===== src/hw/rtl/llu_pkg.sv =====
// Shared types, operation codes and constants for the ladder logic instruction unit.
// No dependencies; llu_exec, the top level and llu_checker import this package.
`default_nettype none

package llu_pkg;

  // Default store sizes handed to the top level parameters
  localparam int unsigned NUM_VARS_DEF   = 128;
  localparam int unsigned NUM_TIMERS_DEF = 64;

  // Field widths of one instruction and one result
  localparam int unsigned OP_W     = 4;
  localparam int unsigned VIDX_W   = 7;
  localparam int unsigned TIDX_W   = 6;
  localparam int unsigned MS_W     = 32;
  localparam int unsigned TICK_W   = 16;
  localparam int unsigned S_DATA_W = 48;
  localparam int unsigned M_DATA_W = 40;

  localparam logic [TICK_W-1:0] TICK_RESET  = 16'd100;
  localparam logic [MS_W-1:0]   ELAPSED_MAX = 32'hFFFF_FFFF;

  // Instruction codes; 13 to 15 are unused and change nothing
  typedef enum logic [OP_W-1:0] {
    OP_LD      = 4'd0,
    OP_LDN     = 4'd1,
    OP_AND     = 4'd2,
    OP_ANDN    = 4'd3,
    OP_OR      = 4'd4,
    OP_ORN     = 4'd5,
    OP_NOT     = 4'd6,
    OP_TON     = 4'd7,
    OP_OUT     = 4'd8,
    OP_SET     = 4'd9,
    OP_RESET   = 4'd10,
    OP_ENDRUNG = 4'd11,
    OP_HOST_WR = 4'd12
  } op_t;

  // One instruction as held in the input register
  typedef struct packed {
    logic [OP_W-1:0]   operation;
    logic [VIDX_W-1:0] var_index;
    logic [TIDX_W-1:0] timer_index;
    logic [MS_W-1:0]   preset_ms;
    logic              host_value;
  } item_t;

  // One timer entry as stored in the timer memory
  typedef struct packed {
    logic            prev_input;
    logic [MS_W-1:0] preset;
    logic [MS_W-1:0] elapsed;
  } tmr_entry_t;

  localparam int unsigned TMR_W = $bits(tmr_entry_t);

  // Outcome of one instruction: state updates and the result fields
  typedef struct packed {
    logic            acc;
    logic            loaded;
    logic            var_we;
    logic            var_wd;
    logic            tmr_we;
    tmr_entry_t      tmr_wd;
    logic            res_var;
    logic [MS_W-1:0] res_elapsed;
  } exec_t;

endpackage

`default_nettype wire


===== src/hw/rtl/llu_fwd_ram.sv =====
// Single write port memory with registered read and a one-entry write bypass.
// Depends on nothing outside itself; used for the variable and timer stores.
`default_nettype none

module llu_fwd_ram #(
  parameter int unsigned DEPTH = 2,
  parameter int unsigned WIDTH = 1,
  parameter int unsigned AW    = 1
) (
  input  logic             clk,
  input  logic             rst,
  input  logic             we,
  input  logic [AW-1:0]    waddr,
  input  logic [WIDTH-1:0] wdata,
  input  logic             re,
  input  logic [AW-1:0]    raddr,
  output logic [WIDTH-1:0] rdata
);

  logic [WIDTH-1:0] mem [DEPTH];
  logic [WIDTH-1:0] rdata_q;
  logic [AW-1:0]    raddr_q;
  logic             fwd_valid;
  logic [AW-1:0]    fwd_addr;
  logic [WIDTH-1:0] fwd_data;

  // Write port
  always_ff @(posedge clk) begin
    if (we) begin
      mem[waddr] <= wdata;
    end
  end

  // Read port; hold the word while the reader stalls
  always_ff @(posedge clk) begin
    if (re) begin
      rdata_q <= mem[raddr];
      raddr_q <= raddr;
    end
  end

  // Remember the last write, which a read on the same edge misses
  always_ff @(posedge clk) begin
    if (rst) begin
      fwd_valid <= 1'b0;
    end else if (we) begin
      fwd_valid <= 1'b1;
    end
  end

  always_ff @(posedge clk) begin
    if (we) begin
      fwd_addr <= waddr;
      fwd_data <= wdata;
    end
  end

  assign rdata = (fwd_valid && (fwd_addr == raddr_q)) ? fwd_data : rdata_q;

endmodule

`default_nettype wire


===== src/hw/rtl/llu_exec.sv =====
// Executes one instruction: boolean logic on the rung accumulator, the TON
// timer update and the variable writes. Depends on llu_pkg.
`default_nettype none

module llu_exec
  import llu_pkg::*;
#(
  parameter int unsigned NUM_VARS   = NUM_VARS_DEF,
  parameter int unsigned NUM_TIMERS = NUM_TIMERS_DEF
) (
  input  item_t             item,
  input  logic              var_rd,
  input  tmr_entry_t        tmr_rd,
  input  logic              acc,
  input  logic              loaded,
  input  logic [TICK_W-1:0] scan_tick,
  output exec_t             ex
);

  logic            var_ok;
  logic            tmr_ok;
  logic            v;
  logic [MS_W:0]   sum;
  logic [MS_W-1:0] run_elapsed;
  logic [MS_W-1:0] new_preset;
  logic [MS_W-1:0] new_elapsed;
  logic            done;

  assign var_ok = 32'(item.var_index) < 32'(NUM_VARS);
  assign tmr_ok = 32'(item.timer_index) < 32'(NUM_TIMERS);
  assign v      = var_ok & var_rd;

  // Timer: saturating add of the tick, restart on a rising input
  assign sum         = {1'b0, tmr_rd.elapsed} + {{(MS_W + 1 - TICK_W){1'b0}}, scan_tick};
  assign run_elapsed = sum[MS_W] ? ELAPSED_MAX : sum[MS_W-1:0];
  assign new_preset  = (item.preset_ms != '0) ? item.preset_ms : tmr_rd.preset;

  always_comb begin
    if (!acc) begin
      new_elapsed = '0;
    end else if (tmr_rd.prev_input) begin
      new_elapsed = run_elapsed;
    end else begin
      new_elapsed = {{(MS_W - TICK_W){1'b0}}, scan_tick};
    end
  end

  assign done = (new_elapsed >= new_preset) && (new_preset != '0);

  // Decode the operation
  always_comb begin
    ex                   = '0;
    ex.acc               = acc;
    ex.loaded            = loaded;
    ex.tmr_wd.prev_input = acc;
    ex.tmr_wd.preset     = new_preset;
    ex.tmr_wd.elapsed    = new_elapsed;
    case (op_t'(item.operation))
      OP_LD: begin
        ex.acc    = v;
        ex.loaded = 1'b1;
      end
      OP_LDN: begin
        ex.acc    = !v;
        ex.loaded = 1'b1;
      end
      OP_AND: begin
        ex.acc    = loaded ? (acc & v) : v;
        ex.loaded = 1'b1;
      end
      OP_ANDN: begin
        ex.acc    = loaded ? (acc & !v) : !v;
        ex.loaded = 1'b1;
      end
      OP_OR: begin
        ex.acc    = loaded ? (acc | v) : v;
        ex.loaded = 1'b1;
      end
      OP_ORN: begin
        ex.acc    = loaded ? (acc | !v) : !v;
        ex.loaded = 1'b1;
      end
      OP_NOT: begin
        ex.acc    = !acc;
        ex.loaded = 1'b1;
      end
      OP_TON: begin
        ex.tmr_we = tmr_ok;
        ex.acc    = tmr_ok & done;
      end
      OP_OUT: begin
        ex.var_we = var_ok;
        ex.var_wd = acc;
      end
      OP_SET: begin
        ex.var_we = var_ok & acc;
        ex.var_wd = 1'b1;
      end
      OP_RESET: begin
        ex.var_we = var_ok & acc;
        ex.var_wd = 1'b0;
      end
      OP_ENDRUNG: begin
        ex.acc    = 1'b0;
        ex.loaded = 1'b0;
      end
      OP_HOST_WR: begin
        ex.var_we = var_ok;
        ex.var_wd = item.host_value;
      end
      default: begin
      end
    endcase

    // Result fields reflect the state after the instruction
    ex.res_var = ex.var_we ? ex.var_wd : v;
    if (!tmr_ok) begin
      ex.res_elapsed = '0;
    end else if (ex.tmr_we) begin
      ex.res_elapsed = new_elapsed;
    end else begin
      ex.res_elapsed = tmr_rd.elapsed;
    end
  end

endmodule

`default_nettype wire


===== src/hw/rtl/ladder_logic_instruction_unit.sv =====
// Top level of the ladder logic instruction unit: input and result registers,
// store clearing, rung state. Depends on llu_pkg, llu_fwd_ram and llu_exec.
//
//  channel | direction | handshake          | payload
//  --------+-----------+--------------------+------------------------------------------
//  s_      | in        | s_tvalid/s_tready  | tuser: operation; tdata: instruction fields
//  m_      | out       | m_tvalid/m_tready  | tdata: accumulator, var_value, elapsed
//  cfg_    | in        | cfg_wr_en          | cfg_wr_data: scan_tick_ms
//
// One instruction per cycle while results are taken; an accepted instruction passes the
// input register and then the result register, which raises m_tvalid; the input register
// stage is set by the registered read of the variable and timer memories.
// After rst, s_tready stays low while both memories are swept to zero over addresses 0 to
// max(NUM_VARS, NUM_TIMERS) - 1; configuration writes are taken throughout.
// A stalled result holds the result register, the input register still fills,
// then s_tready drops until the result is taken.
`default_nettype none

module ladder_logic_instruction_unit
  import llu_pkg::*;
#(
  parameter int unsigned NUM_VARS   = NUM_VARS_DEF,
  parameter int unsigned NUM_TIMERS = NUM_TIMERS_DEF
) (
  input  logic                clk,
  input  logic                rst,
  // Instruction stream
  input  logic                s_tvalid,
  output logic                s_tready,
  // [6:0] var_index, [12:7] timer_index, [44:13] preset_ms, [45] host_value
  input  logic [S_DATA_W-1:0] s_tdata,
  // [3:0] operation
  input  logic [OP_W-1:0]     s_tuser,
  // Result stream
  output logic                m_tvalid,
  input  logic                m_tready,
  // [0] accumulator, [1] var_value, [33:2] timer_elapsed_ms
  output logic [M_DATA_W-1:0] m_tdata,
  // Scan period register
  input  logic                cfg_wr_en,
  input  logic [TICK_W-1:0]   cfg_wr_data
);

  localparam int unsigned VA_W  = $clog2(NUM_VARS);
  localparam int unsigned TA_W  = (NUM_TIMERS > 1) ? $clog2(NUM_TIMERS) : 1;
  localparam int unsigned CLR_N = (NUM_VARS > NUM_TIMERS) ? NUM_VARS : NUM_TIMERS;
  localparam int unsigned CLR_W = $clog2(CLR_N);

  item_t             in_item;
  item_t             s1_item;
  logic              s1_valid;
  logic              s1_adv;
  logic              accept;
  logic              acc;
  logic              loaded;
  logic [TICK_W-1:0] scan_tick;
  logic              clearing;
  logic [CLR_W-1:0]  clr_cnt;
  logic [31:0]       clr_ext;
  logic [31:0]       in_vi_ext;
  logic [31:0]       in_ti_ext;
  logic [31:0]       s1_vi_ext;
  logic [31:0]       s1_ti_ext;
  logic              var_we;
  logic [VA_W-1:0]   var_waddr;
  logic              var_wdata;
  logic              var_rd;
  logic              tmr_we;
  logic [TA_W-1:0]   tmr_waddr;
  logic [TMR_W-1:0]  tmr_wdata;
  logic [TMR_W-1:0]  tmr_rd;
  exec_t             ex;

  // Unpack the incoming transaction
  assign in_item.operation   = s_tuser;
  assign in_item.var_index   = s_tdata[6:0];
  assign in_item.timer_index = s_tdata[12:7];
  assign in_item.preset_ms   = s_tdata[44:13];
  assign in_item.host_value  = s_tdata[45];

  // Handshake: advance when the result register is free or being emptied
  assign s1_adv   = s1_valid && (!m_tvalid || m_tready);
  assign s_tready = !clearing && (!s1_valid || s1_adv);
  assign accept   = s_tvalid && s_tready;

  // Input register
  always_ff @(posedge clk) begin
    if (rst) begin
      s1_valid <= 1'b0;
    end else if (accept) begin
      s1_valid <= 1'b1;
    end else if (s1_adv) begin
      s1_valid <= 1'b0;
    end
  end

  always_ff @(posedge clk) begin
    if (accept) begin
      s1_item <= in_item;
    end
  end

  // Scan period register
  always_ff @(posedge clk) begin
    if (rst) begin
      scan_tick <= TICK_RESET;
    end else if (cfg_wr_en) begin
      scan_tick <= cfg_wr_data;
    end
  end

  // Sweep both memories to zero after reset
  always_ff @(posedge clk) begin
    if (rst) begin
      clearing <= 1'b1;
      clr_cnt  <= '0;
    end else if (clearing) begin
      if (clr_cnt == CLR_W'(CLR_N - 1)) begin
        clearing <= 1'b0;
      end else begin
        clr_cnt <= clr_cnt + 1'b1;
      end
    end
  end

  assign clr_ext   = 32'(clr_cnt);
  assign in_vi_ext = 32'(in_item.var_index);
  assign in_ti_ext = 32'(in_item.timer_index);
  assign s1_vi_ext = 32'(s1_item.var_index);
  assign s1_ti_ext = 32'(s1_item.timer_index);

  // Memory write ports: sweep first, then instruction writes
  always_comb begin
    if (clearing) begin
      var_we    = clr_ext < 32'(NUM_VARS);
      var_waddr = clr_ext[VA_W-1:0];
      var_wdata = 1'b0;
      tmr_we    = clr_ext < 32'(NUM_TIMERS);
      tmr_waddr = clr_ext[TA_W-1:0];
      tmr_wdata = '0;
    end else begin
      var_we    = s1_adv && ex.var_we;
      var_waddr = s1_vi_ext[VA_W-1:0];
      var_wdata = ex.var_wd;
      tmr_we    = s1_adv && ex.tmr_we;
      tmr_waddr = s1_ti_ext[TA_W-1:0];
      tmr_wdata = ex.tmr_wd;
    end
  end

  llu_fwd_ram #(
    .DEPTH (NUM_VARS),
    .WIDTH (1),
    .AW    (VA_W)
  ) u_var_ram (
    .clk   (clk),
    .rst   (rst),
    .we    (var_we),
    .waddr (var_waddr),
    .wdata (var_wdata),
    .re    (accept),
    .raddr (in_vi_ext[VA_W-1:0]),
    .rdata (var_rd)
  );

  llu_fwd_ram #(
    .DEPTH (NUM_TIMERS),
    .WIDTH (TMR_W),
    .AW    (TA_W)
  ) u_tmr_ram (
    .clk   (clk),
    .rst   (rst),
    .we    (tmr_we),
    .waddr (tmr_waddr),
    .wdata (tmr_wdata),
    .re    (accept),
    .raddr (in_ti_ext[TA_W-1:0]),
    .rdata (tmr_rd)
  );

  llu_exec #(
    .NUM_VARS   (NUM_VARS),
    .NUM_TIMERS (NUM_TIMERS)
  ) u_exec (
    .item      (s1_item),
    .var_rd    (var_rd),
    .tmr_rd    (tmr_entry_t'(tmr_rd)),
    .acc       (acc),
    .loaded    (loaded),
    .scan_tick (scan_tick),
    .ex        (ex)
  );

  // Rung accumulator and loaded flag
  always_ff @(posedge clk) begin
    if (rst) begin
      acc    <= 1'b0;
      loaded <= 1'b0;
    end else if (s1_adv) begin
      acc    <= ex.acc;
      loaded <= ex.loaded;
    end
  end

  // Result register
  always_ff @(posedge clk) begin
    if (rst) begin
      m_tvalid <= 1'b0;
    end else if (s1_adv) begin
      m_tvalid <= 1'b1;
    end else if (m_tready) begin
      m_tvalid <= 1'b0;
    end
  end

  always_ff @(posedge clk) begin
    if (s1_adv) begin
      m_tdata <= {{(M_DATA_W - MS_W - 2){1'b0}}, ex.res_elapsed, ex.res_var, ex.acc};
    end
  end

endmodule

`default_nettype wire


===== config.mk =====
export PLATFORM = sky130hd
export DESIGN_NAME = ladder_logic_instruction_unit
export DESIGN_NICKNAME = d
export VERILOG_FILES = /design/src/hw/rtl/llu_pkg.sv /design/src/hw/rtl/llu_fwd_ram.sv /design/src/hw/rtl/llu_exec.sv /design/src/hw/rtl/ladder_logic_instruction_unit.sv
export SDC_FILE = /design/constraint.sdc
export NUM_CORES = 2
export LEC_CHECK = 0
export ABC_AREA = 0
export BUFFER_PORTS_ARGS = -buffer_cell sky130_fd_sc_hd__clkbuf_2
export CAP_MARGIN = 20
export CORE_MARGIN = 2
export CORE_UTILIZATION = 35
export CTS_BUF_LIST = sky130_fd_sc_hd__clkbuf_8 sky130_fd_sc_hd__clkbuf_16
export DETAILED_ROUTE_END_ITERATION = 6
export PLACE_DENSITY_LB_ADDON = 0.15
export SLEW_MARGIN = 20
export SYNTH_ARGS = -nofsm -noshare
export SYNTH_HDL_FRONTEND = slang
export SYNTH_MEMORY_MAX_BITS = 65536
export SYNTH_SLANG_ARGS = --single-unit

===== constraint.sdc =====
create_clock -name clk -period 19.25 [get_ports clk]
set_clock_uncertainty 0.15 [all_clocks]
set_input_delay 5.775 -clock clk [delete_from_list [all_inputs] [get_ports clk]]
set_output_delay 5.775 -clock clk [all_outputs]
set_load 0.02 [all_outputs]

-- Word-level counts from Yosys, hierarchy flattened
Memory sizes are Yosys's and may differ from the RTL's. A register that Yosys moved wholly into a read port is not among the register bits.
Index checks and enable logic that the tools add are counted.
- output and inout port bits: 42
- word-level logic and storage cells: 102
- bits in read-only memories: 0
- bits in latches: 0
- register bits after elaboration: 193
- memories: 2
- input bits: 73
- RAM bits: 4288
- memories (memory ; words ; width ; rd ports ; clocked after Yosys merged registers in ; wr ports ; line ; text):
    u_tmr_ram.mem ; 64 ; 65 ; 1 ; 1 ; 1 ; llu_fwd_ram.sv:20 ; logic [WIDTH-1:0] mem [DEPTH];
    u_var_ram.mem ; 128 ; 1 ; 1 ; 1 ; 1 ; llu_fwd_ram.sv:20 ;
- reduce and logical (&&, ||, !) cells: 24
- $mul: 0
- bitwise logic cells: 5
- add/sub/neg operators: 2
- shifts and indexed selects: 0
- equal/unequal tests: 15
- multiplexer cells: 32
- magnitude comparators: 3
- divide/modulo/power cells: 0
- operators by type and width (operator ; number):
    $mux W32 ; 5
    $mux W65 ; 2
    $reduce_bool A32 Y1 ; 2
    $add A32 B16 Y33 ; 1
    $ge A32 B32 Y1 ; 1
    $eq A4 B4 Y1 const B ; 5
    $mux W1 ; 20
    $eq A4 B3 Y1 const B ; 4
    $pmux W1 S9 ; 1
    $eq A4 B2 Y1 const B ; 2
    $logic_and A1 B1 Y1 ; 8
    $lt A7 B8 Y1 const B ; 1
    $pmux W2 S4 ; 1
    $add A7 B1 Y7 const B ; 1
    $eq A7 B7 Y1 ; 1
    $eq A7 B7 Y1 const B ; 1
    $lt A7 B7 Y1 const B ; 1
    $mux W7 ; 1
    $reduce_or A7 Y1 ; 1
    $eq A6 B6 Y1 ; 1
    $mux W6 ; 1
    $reduce_bool A2 Y1 ; 3
    $logic_not A1 Y1 ; 5
    $eq A4 B1 Y1 const B ; 1
    7 further kinds ; 11

-- Depth between registers and ports, before layout
- word-level depth: 10
- mapped depth: 30
- mapped depth without buffers: 25

-- Cells and area by module
Synthesis repeated with hierarchy kept, for this count alone.
- cells, all modules: 8015
- area, all modules: 176041.3 sq um
- by module, submodules not included (module ; times used ; area each (sq um) ; seq. area each (sq um) ; cells each):
    llu_fwd_ram (u_tmr_ram) ; 1 ; 162116.7 ; 129203.9 ; 6772
    llu_fwd_ram (u_var_ram) ; 1 ; 6291.0 ; 4344.2 ; 423
    ladder_logic_instruction_unit ; 1 ; 4332.9 ; 3083.0 ; 312
    llu_exec ; 1 ; 3300.7 ; 0.0 ; 508

-- Worst setup path before layout
OpenSTA, ideal clock, no wires.
- kind: input to register
- from: in m_tready
- to: mem u_tmr_ram.mem[11][0] in the netlist's numbering, enable pin
- path buffers: 0
- arrival time: 13.686 ns
- data required time: 18.611 ns
- slack: 4.925 ns
- setup time: 0.489 ns
- stages on the path: 7
- path through: nor2b_1 nor2_1 nand3_1 o21ai_0 and2_1 nand2_1 nor2_1
- word-level cells in the longest chain between the ends: 6
- RTL lines (element ; line ; text):
    from (decl) ; ladder_logic_instruction_unit.sv:36 ; input logic m_tready,
    $logic_or A1 B1 Y1 ; ladder_logic_instruction_unit.sv:82 ; assign s1_adv = s1_valid && (!m_tvalid || m_tready);
    $logic_and A1 B1 Y1 ; ladder_logic_instruction_unit.sv:82 ;
    net s1_adv ; ladder_logic_instruction_unit.sv:52 ; logic s1_adv;
    $logic_and A1 B1 Y1 ; ladder_logic_instruction_unit.sv:145 ; tmr_we = s1_adv && ex.tmr_we;
    $mux W1 ; ladder_logic_instruction_unit.sv:134 ; if (clearing) begin
    net tmr_we ; ladder_logic_instruction_unit.sv:68 ; logic tmr_we;
    $mux W1 ; llu_fwd_ram.sv:29 ; if (we) begin
    $mux W1 (implied by the code) ; llu_fwd_ram.sv:30 ; mem[waddr] <= wdata;
    to (decl) ; llu_fwd_ram.sv:20 ;
The timed path passes the listed nets, and every way through them passes these cells.

-- Final worst setup path
- from: in m_tready
- to: out s_tready
- word-level cells in the longest chain between the ends: 4
- RTL lines (element ; line ; text):
    $logic_or A1 B1 Y1 ; ladder_logic_instruction_unit.sv:82 ;
    $logic_and A1 B1 Y1 ; ladder_logic_instruction_unit.sv:82 ;
    $logic_or A1 B1 Y1 ; ladder_logic_instruction_unit.sv:83 ; assign s_tready = !clearing && (!s1_valid || s1_adv);
    $logic_and A1 B1 Y1 ; ladder_logic_instruction_unit.sv:83 ;
    to (decl) ; ladder_logic_instruction_unit.sv:29 ; output logic s_tready,
No other way between the ends.

==> impl_metrics.py <==
metrics = {
    "run_status": {
        "status": "complete, no violations",
    },
    "critical_path": {
        "crit_path_top_delay_cell": "nor2b_1",
        "path_common_cell": "clkbuf_2",
        "path_cells": "clkbuf_2 -> nor2b_1 -> a21oi_1 -> clkbuf_2",
        "slowest_delay_ps": 400,
        "crit_end": "s_tready",
        "r2r_slack_ps": 10730,
        "worstPathMaxFanout": 5,
        "worstSetupEndpointType": "output pin",
        "crit_required_ps": 13320,
        "critPathArrivalTime_ps": 6660,
        "crit_start": "m_tready",
        "r2r_end": "m_tdata[0]",
        "r2r_cells": 27,
        "worst-setup-path-type": "input pin to output pin",
        "timing.rr.start": "u_tmr_ram.raddr_q[3]",
        "worstSetupStartpointType": "input pin",
    },
    "route": {
        "drt-initial-drc-count": 11200,
        "wl_um": 547000,
        "wl_per_cell_um": 36.2,
        "firstDrtPassIters": 6,
        "drc": 0,
        "vias": 85500,
        "ant_nets": 0,
        "viasPerCell": 5.66,
    },
    "floorplanning": {
        "start_util_pct": 35.1,
        "die_area_sq_um": 508000,
        "die_w_um": 713,
        "core_sq_um": 501000,
        "ios": 115,
        "fp-row-count": 260,
        "die_y_um": 713,
    },
    "timing": {
        "slew_headroom_pct": 18.2,
        "setup_violations": 0,
        "fin_crit_ps": 12580,
        "finalHoldViolCount": 0,
        "setup-tns-final_ps": 0,
        "min_period_over_period_pct": 65.4,
        "slew_violations": 0,
        "worst_slew_pin_slew_ps": 1230,
        "rsz0062_at_grt": "false",
        "timing.fmax_mhz": 79.5,
    },
    "cts": {
        "htree_num_levels": 5,
        "cts_tree": "done",
        "clkTransAtPathRegs_ps": 60,
        "numCtsBuffers": 479,
        "ctsResizeCount": 0,
        "clk_latency_ps": 1070,
        "clock-root-buffer": "clkbuf_16",
        "cts_setup_buffers": 0,
        "clockBufferDepth": 4,
        "cts_sinks": 4547,
        "cts_hold_buf": 0,
    },
    "final_layout": {
        "drive_gt1_share_pct": 31.1,
        "n_fill_cell": 43900,
        "fin_util_pct": 40.4,
        "nets": 8137,
        "mostFrequentLayoutCell": "edfxtp_1",
        "area_growth_pct": 15.0,
        "final_cell_mix": "4,517 x edfxtp_1, 1,407 x mux4_2, 484 x clkbuf_16, 290 x buf_4, 245 x nor2_1",
    },
    "synthesis": {
        "yosys_warnings": 0,
        "synthArstFlopShare_pct": 0,
        "synth_cells": 7486,
        "yosysTopAreaCell": "edfxtp_1",
        "ys_types": 73,
        "synth_top_area_share_pct": 77.1,
        "synth.area.top_cells": "edfxtp_1 77%, mux4_2 18%, nor2_1 0.77%",
        "syn_avg_cell_area_sq_um": 23.5,
        "yosysSeqAreaShare_pct": 77.5,
        "syn_area_sq_um": 176000,
        "synth_ff_type": "edfxtp_1",
        "synth_edf_count": 4517,
        "ys_ff_latch": 4547,
    },
    "global_routing": {
        "antenna_found_initial": 30,
        "grt_pass1_vias": 85400,
        "overflow": 0,
        "grt_pass1_wl_um": 738000,
        "grt_start_max_net_pins": 130,
        "grt_usage_pct": 21.1,
    },
    "min_path": {
        "hp-class": "register to register",
    },
    "place": {
        "io_buffers": 106,
        "dp_hpwl_um": 299000,
        "gp_congestion": 0.851,
    },
    "flow_run": {
        "max_cap_violations": 0,
    },
    "power_and_ir_drop": {
        "cellLeakagePower_nw": 61.0,
        "cellPowerDensity_nw_per_um2": 101,
        "peakVddDrop_v": 0.0000857,
    },
}
-- power breakdown --
| part | leakage, nW | switching, mW | internal (mW) |
|---|---|---|---|
| Combinational | 13.1 | 0.387 | 0.283 |
| Sequential | 40.0 | 0.0163 | 10.8 |
| Clock | 7.86 | 3.90 | 5.05 |
-- worst max-delay path: cells and delay by family --
| kind | cells | cell delay (ps) |
|---|---|---|
| simple gates | 1 | 400 |
| buf+inv | 2 | 280 |
| compound gates | 1 | 200 |
-- flip-flops by register name, summed over array words and instances, names as in the netlist, 6 cells and up --
signal              count
u_tmr_ram.mem        4160
u_var_ram.mem         128
u_tmr_ram.fwd_data     65
u_tmr_ram.rdata_q      65
s1_item                37
m_tdata                34
scan_tick              16
clr_cnt                 7
u_var_ram.fwd_addr      7
u_var_ram.raddr_q       7
u_tmr_ram.fwd_addr      6
u_tmr_ram.raddr_q       6
-- cells in the mapped netlist, types with 27 or more instances --
cell type	instances
clkbuf_1	226
mux2i_1	38
a21oi_1	78
ha_1	49
edfxtp_1	4517
nand2_1	209
buf_2	102
dfxtp_1	30
nor4_1	27
mux4_2	1407
nor2_1	363
buf_1	49
nand3_1	34
o21ai_0	50
-- logic make-up (layout without fill, tap and decap cells) --
family                   count (synthesis)  in the layout  share of synthesized area, %
AND/OR/NAND/NOR                        740            740                          1.80
flip-flops                            4547           4547                          77.5
buffers and inverters                  408           1322                         0.961
AO/OA/AOI/OAI                          245            245                         0.906
multiplexers                          1451           1451                          18.3
XOR/XNOR                                43             43                         0.214
adder cells (fa/ha/maj)                 51             51                         0.366
other                                    1             19                       0.00213
-- worst min path at each step --
stage	end	slack, ps	depth (start not counted)	startpoint
3_3_place_gp	u_var_ram.fwd_valid	310	2	u_var_ram.fwd_valid
5_1_grt	u_var_ram.fwd_valid	370	2	u_var_ram.fwd_valid
2_1_floorplan	u_var_ram.fwd_valid	290	2	u_var_ram.fwd_valid
6_report	u_var_ram.fwd_valid	340	2	u_var_ram.fwd_valid
3_5_place_dp	u_var_ram.fwd_valid	330	2	u_var_ram.fwd_valid
4_1_cts	u_var_ram.fwd_valid	340	2	u_var_ram.fwd_valid
-- through the flow --
stage	hold slack (ps)	cell area [sq um]	total power [mW]	worst slack [ps]	cells
after floorplan	290	176000	11.5	4930	7491
after global placement	309	187000	11.7	6690	14200
after detailed placement	329	187000	11.7	6670	14200
after CTS	343	202000	20.6	6680	15100
after global routing	366	202000	21.0	6600	15100
final	344	202000	20.4	6670	15100
-- per-layer routing --
metal,up-vias,global-route usage [%],part of all wire (%),routed length (um)
met2,3498,33.9,48,260000
met5,-,0,0,0
met1,48200,29.8,42,231000
met4,0,5.32,2.7,15000
met3,688,3.90,7.3,40200
li1,33200,-,-,-
-- layout make-up --
type | count | area [sq um] | share of cell area (%)
multi-input cells | 2536 | 39000 | 19.3
clock inverters | 387 | 3010 | 1.49
repair buffers | 426 | 3440 | 1.70
diodes | 13 | 32.5 | 0.0161
clock buffers | 485 | 12100 | 5.99
well taps | 6681 | 8360 | 4.13
flip-flops and latches | 4547 | 136000 | 67.4
inverters | 24 | 90.1 | 0.0445
Power figures use the tool's default switching activity.
